--- src/rtl/assert_macros.svh ---
// Assertion macros shared by the keyed table store RTL.
// No dependencies; define SYNTH to compile the assertions out.
`ifndef ASSERT_MACROS_SVH
`define ASSERT_MACROS_SVH
`ifndef SYNTH
`define KTS_ASSERT(lbl, clk, rst, prop) \
  lbl: assert property (@(posedge clk) disable iff (rst) prop) \
    else $error("keyed table store assertion failed");
`define KTS_NEVER(lbl, clk, rst, expr) \
  lbl: assert property (@(posedge clk) disable iff (rst) !(expr)) \
    else $error("keyed table store forbidden condition");
`else
`define KTS_ASSERT(lbl, clk, rst, prop)
`define KTS_NEVER(lbl, clk, rst, expr)
`endif
`endif

--- src/rtl/kts_pkg.sv ---
// Shared constants, codes and controller/datapath interface types.
// No dependencies.
`timescale 1ns / 1ps

package kts_pkg;

  localparam int MAX_TABLES = 64;
  localparam int ENTRIES    = 64;
  localparam int ID_WIDTH   = 32;

  localparam int TBL_ID_W   = 32;
  localparam int IDX_W      = 10;
  localparam int WORD_W     = 64;
  localparam int CMD_W      = 2;
  localparam int STATUS_W   = 3;

  localparam int KEY_W   = (ID_WIDTH < TBL_ID_W) ? ID_WIDTH : TBL_ID_W;
  localparam int SLOT_W  = (MAX_TABLES > 1) ? $clog2(MAX_TABLES) : 1;
  localparam int COUNT_W = $clog2(MAX_TABLES + 1);
  localparam int ENTRY_W = (ENTRIES > 1) ? $clog2(ENTRIES) : 1;
  localparam int ADDR_W  = SLOT_W + ENTRY_W;
  localparam int WORD_DEPTH = MAX_TABLES * (1 << ENTRY_W);

  typedef enum logic [CMD_W-1:0] {
    CMD_CREATE = 2'd0,
    CMD_WRITE  = 2'd1,
    CMD_READ   = 2'd2,
    CMD_PROBE  = 2'd3
  } cmd_t;

  typedef enum logic [STATUS_W-1:0] {
    ST_OK        = 3'd0,
    ST_NOT_FOUND = 3'd1,
    ST_RANGE     = 3'd2,
    ST_FULL      = 3'd3,
    ST_BAD_ID    = 3'd4
  } status_t;

  typedef struct packed {
    logic capture;
    logic access;
    logic commit;
  } ctl_t;

  typedef struct packed {
    logic mem_op;
  } stat_t;

endpackage

--- src/rtl/kts_ctrl.sv ---
// Request sequencer for the keyed table store: handshakes and datapath commands.
// Depends on kts_pkg and assert_macros.svh.
`timescale 1ns / 1ps
`include "assert_macros.svh"

module kts_ctrl (
  input  logic          clk,
  input  logic          rst,
  input  logic          in_valid,
  output logic          in_ready,
  output logic          out_valid,
  input  logic          out_ready,
  input  kts_pkg::stat_t stat,
  output kts_pkg::ctl_t  ctl
);

  typedef enum logic [1:0] {
    S_IDLE,
    S_ACCESS,
    S_FINISH
  } state_t;

  state_t state;

  assign in_ready = (state == S_IDLE);

  always_comb begin
    ctl         = '0;
    ctl.capture = (state == S_IDLE) && in_valid;
    ctl.access  = (state == S_ACCESS);
    ctl.commit  = (state == S_FINISH) && (!out_valid || out_ready);
  end

  always_ff @(posedge clk) begin
    if (rst) begin
      state     <= S_IDLE;
      out_valid <= 1'b0;
    end else begin
      if (ctl.commit) begin
        out_valid <= 1'b1;
      end else if (out_ready) begin
        out_valid <= 1'b0;
      end
      unique case (state)
        S_IDLE: begin
          if (ctl.capture) begin
            state <= stat.mem_op ? S_ACCESS : S_FINISH;
          end
        end
        S_ACCESS: begin
          state <= S_FINISH;
        end
        S_FINISH: begin
          if (ctl.commit) begin
            state <= S_IDLE;
          end
        end
        default: begin
          state <= S_IDLE;
        end
      endcase
    end
  end

  `KTS_ASSERT(a_commit_shows_result, clk, rst, ctl.commit |=> out_valid)
  `KTS_ASSERT(a_access_then_finish, clk, rst, ctl.access |=> (state == S_FINISH))
  `KTS_ASSERT(a_ready_after_commit, clk, rst, $rose(in_ready) |-> $past(ctl.commit))

endmodule

--- config.mk ---
export PLATFORM = sky130hd
export DESIGN_NAME = kts_ctrl
export DESIGN_NICKNAME = d
export VERILOG_FILES = /design/src/rtl/kts_pkg.sv /design/src/rtl/kts_ctrl.sv
export VERILOG_INCLUDE_DIRS = /design/src /design/src/rtl
export SDC_FILE = /design/constraint.sdc
export NUM_CORES = 1
export LEC_CHECK = 0
export BUFFER_PORTS_ARGS = -buffer_cell sky130_fd_sc_hd__buf_2
export CAP_MARGIN = 5
export CELL_PAD_IN_SITES_DETAIL_PLACEMENT = 1
export CELL_PAD_IN_SITES_GLOBAL_PLACEMENT = 2
export CORE_AREA = 2 2 39 41
export DETAILED_ROUTE_END_ITERATION = 10
export DIE_AREA = 0 0 41 43
export PLACE_DENSITY_LB_ADDON = 0.1
export SLEW_MARGIN = 20
export SYNTH_ARGS = -nofsm -noshare
export SYNTH_HDL_FRONTEND = slang
export SYNTH_SLANG_ARGS = --single-unit
--- constraint.sdc ---
create_clock -name clk -period 0.9 [get_ports clk]
set_input_delay 0 -clock clk [delete_from_list [all_inputs] [get_ports clk]]
set_output_delay 0 -clock clk [all_outputs]
set_load 0.05 [all_outputs]
Word level (Yosys, flattened, before mapping)
Index checks and enable logic that the tools add are counted.
{ "totals": {"latchBits": 0, "ram_bits": 0, "mem_count": 0, "register_bits": 3, "romBits": 0} }
{ "classes": {"n_div": 0, "eq_ne": 4, "add_sub_neg": 0, "order_cmp": 0, "n_bitwise": 0, "n_shift": 0, "n_mux": 6, "n_reduce_logical": 7, "multipliers": 0} }
{ "ops": {"columns": ["cell", "count"], "rows": [
  ["2-to-1 mux 2 bit", 3],
  ["one-hot mux 2 bit (3 select lines)", 1],
  ["== test 2 x 1 -> 1 bit, second input constant", 1],
  ["== test 2 bit, second input constant", 1],
  ["logical AND 1 bit", 2],
  ["logical NOT 2 bit", 1],
  ["2-to-1 mux 1 bit", 2],
  ["inequality test 2 x 1 -> 1 bit, second input constant", 1],
  ["inequality test 2 bit, second input constant", 1],
  ["AND reduction 2 bit", 1],
  ["nonzero test 2 bit", 1],
  ["logical NOT 1 bit", 1],
  ["logical OR 1 bit", 1]
]} }

Depth between registers and ports, before layout
{ "depth": {"ltp_word": 5, "mapped_depth": 2, "mapped_depth_nobuf": 2} }

Worst setup path after synthesis
Ideal clock, no wire load.
{ "synth_path": {"path_type": "reg-to-output", "start": "register state[1]", "end": "output ctl[2] (netlist name)", "path_stages_with_launch": 3, "n_path_buf": 0, "arrival_time_ns": 1.627, "path_slack_ns": -0.727, "path_cell_list": "dfxtp_1 nor2_1 and2_1"} }
{ "synth_lines": {"columns": ["item", "line_no", "source"], "rows": [
  ["start, declared", "kts_ctrl.sv:23", "state_t state;"],
  ["start signal, assigned", "kts_ctrl.sv:47", "state <= stat.mem_op ? S_ACCESS : S_FINISH;"],
  ["end, declared", "kts_ctrl.sv:14", "output kts_pkg::ctl_t ctl"]
]} }

==> reports/metrics.json <==
{
  "post_synthesis_cells": 14,
  "synthDominantAreaCellType": "sky130_fd_sc_hd__dfxtp_1",
  "synthDominantCellAreaShare_pct": 42.86,
  "worst-endpoint-arrival_ns": 1.07,
  "fmax_mhz": 934.7,
  "via_per_inst": 3.569,
  "cts.path.max_buffers": 2,
  "postSynthAreaPerCell_um2": 10.01,
  "dieHeight_um": 43,
  "max_slew.worst_pin.slew_ns": 0.1900,
  "critPathMaxFanout": 4,
  "ctsRootBufferMaster": "sky130_fd_sc_hd__clkbuf_4",
  "layout_commonest_cell": "sky130_fd_sc_hd__buf_6",
  "design.final.nets": 41,
  "placement.io_buffers": 9,
  "drt_drc_violations_left": 0,
  "finalSetupViolations": 5,
  "final-instance-count-excl-fill": 51,
  "grt_pass1_wl_um": 945,
  "final.setup_skew_ns": 0.004664,
  "tritoncts": "done",
  "worst_hold_path_type": "in -> reg",
  "core_area_um2": 1384,
  "antennaDiodeCount": 0,
  "vias": 182,
  "cts_sinks": 3,
  "total_routed_wirelength_um": 533,
  "postLayoutSetupSlackWorst_ns": -0.1698,
  "synth.ff_latch_count": 3,
  "hold_start": "stat",
  "power.density_nw_per_um2": 1624,
  "relative_slew_slack_pct": 87.33,
  "drt_iter0_drc": 2,
  "violations": "negative setup slack",
  "yosys_warnings": 0,
  "insertion_delay_ns": 0.23,
  "crit_path_start": "state[0]",
  "post_synth_main_area_contributors": "sky130_fd_sc_hd__dfxtp_1 43%, sky130_fd_sc_hd__nand2b_1 13%, sky130_fd_sc_hd__a221oi_2 11%",
  "fin_crit_ns": 1.070,
  "die_x_um": 41,
  "ff_latch_area_um2": 68.82,
  "antenna_left": 0,
  "power.ir.vdd_worst_mv": 0.5371,
  "multi_input_gate_area_in_the_final_layout_um2": 113.9,
  "syn_nets": 19,
  "ff2ff_setup_slack_ns": -0.15,
  "grt_setup_unrepaired": "yes",
  "grt_remaining_overflow": 0,
  "routability_congestion_estimate_from_global_placement": 0.6975,
  "power_leakage_uw": 0.0001804,
  "run_status": "complete, but fails checks",
  "drive_above_1_share_pct": 85.71,
  "worst_path_class_setup": "reg -> out",
  "pin_count_of_the_biggest_net_entering_global_routing": 5,
  "fin_crit_sh_pct": 118.9,
  "total_power_uw": 634.1,
  "worst-endpoint-required_ns": 0.90,
  "numPlacedInstances": 44,
  "report.final.slew_viol_count": 0,
  "die_area_um2": 1763,
  "hold_viol_final": 0,
  "antenna_found_initial": 0,
  "mostFrequentLayoutCells": "5 x sky130_fd_sc_hd__buf_6, 4 x sky130_fd_sc_hd__buf_2, 4 x sky130_fd_sc_hd__buf_4",
  "post_synth_instance_area_um2": 140.1,
  "dpl.hpwl_um": 411,
  "globalRouteTotalUtil_pct": 8.425,
  "ctsHtreeMaxLevel": 1,
  "rows": 14,
  "worst_path_clk_slew_ns": 0.04,
  "boundaryPins": 10,
  "endpoint_kind": "output port",
  "fillerInstances": 159,
  "timing.critical_path.from_type": "register",
  "floorplan.initialDensity_pct": 10.13,
  "first_global_vias": 240,
  "routed_length_per_placed_instance_um": 10.45,
  "timing.rr.start": "state[0]",
  "max_cap_viol_count": 0,
  "area_growth_pct": 178.6,
  "seq_area_frac_synth_pct": 42.86,
  "dr.pass1.iters": 2,
  "total_clock_buffers_created_by_cts": 3,
  "yosys.cell_types.count": 9
}
## metrics by stage
step / hold WS [ns] / worst slack, ns / area (um^2) / setup TNS, ns / util (%)
finish: 0.08056 / -0.1698 / 390.4 / -0.6579 / 28.21
CTS: 0.07185 / -0.2133 / 366.6 / -0.7665 / 26.49
floorplan: 0.05936 / -0.1678 / 162.7 / -0.3890 / -
global route: 0.08921 / -0.2325 / 390.4 / -0.9496 / 28.21
global placement: 0.2094 / -0.06098 / 265.3 / -0.1481 / 19.17
detailed placement: 0.1987 / -0.1167 / 265.3 / -0.1899 / 19.17
## routing by layer
layer  part of all wire, %  vias to the layer above  track usage (%)
li1                      -                       90                -
met1                    37                       89            8.974
met2                    59                        3            13.75
met3                   3.9                        0            1.571
met4                     0                        0            6.000
met5                     0                        -                0
## Yosys cell counts
| master | number |
|---|---|
| sky130_fd_sc_hd__nand2b_1 | 3 |
| sky130_fd_sc_hd__nor2_1 | 1 |
| sky130_fd_sc_hd__a21oi_1 | 1 |
| sky130_fd_sc_hd__nor2b_1 | 2 |
| sky130_fd_sc_hd__or3b_1 | 1 |
| sky130_fd_sc_hd__and4b_1 | 1 |
| sky130_fd_sc_hd__a221oi_2 | 1 |
| sky130_fd_sc_hd__and2_1 | 1 |
| sky130_fd_sc_hd__dfxtp_1 | 3 |
## registers in the layout (all words and copies together) (netlist names)
signal	cells
out_valid	1
state	2
## repair_timing
item,CTS,global route
endpoints found under the setup margin,6,6
pin swaps,2,3
hold buffers,1,0
hold endpoints to repair,2,0
resized for setup,18,6
buffers inserted,1,2
## final timing paths
| path | cells past startpoint | end |
|---|---|---|
| worst max register to register | 2 | state[1] |
| worst max-delay path | 4 | ctl[2] |
| worst min register to register | 2 | state[1] |
| worst min-delay path | 2 | state[0] |
## final cells by class
cell class / count / share of cell area, %
well taps: 16 / 5.128
repair buffers: 17 / 41.35
multi-input cells: 11 / 29.17
flip-flops and latches: 3 / 17.63
clock buffers: 4 / 6.731
## where the power goes
| group | total [uW] | switching, uW | leakage, uW | internal (uW) |
|---|---|---|---|---|
| registers | 154 | 10.8 | 0.0000264 | 143 |
| logic | 245 | 121 | 0.000139 | 123 |
| clock network | 235 | 69.2 | 0.0000150 | 166 |
## critical path, cell delays in order, from the launching register on
cell                      delay, ns
sky130_fd_sc_hd__dfxtp_2       0.32
sky130_fd_sc_hd__buf_6         0.11
sky130_fd_sc_hd__nor2_4        0.11
sky130_fd_sc_hd__and2_4        0.16
sky130_fd_sc_hd__buf_8         0.13
## kinds of logic (layout without fill, tap and decap cells)
family | count (synthesis) | count (layout) | share of synthesized area (%)
buffers and inverters | 0 | 21 | 0
AOI/OAI and AO/OA | 2 | 2 | 14.28
and+or+nand+nor | 9 | 9 | 42.86
DFF | 3 | 3 | 42.86
Note: power is estimated with default switching activity, not from simulation.
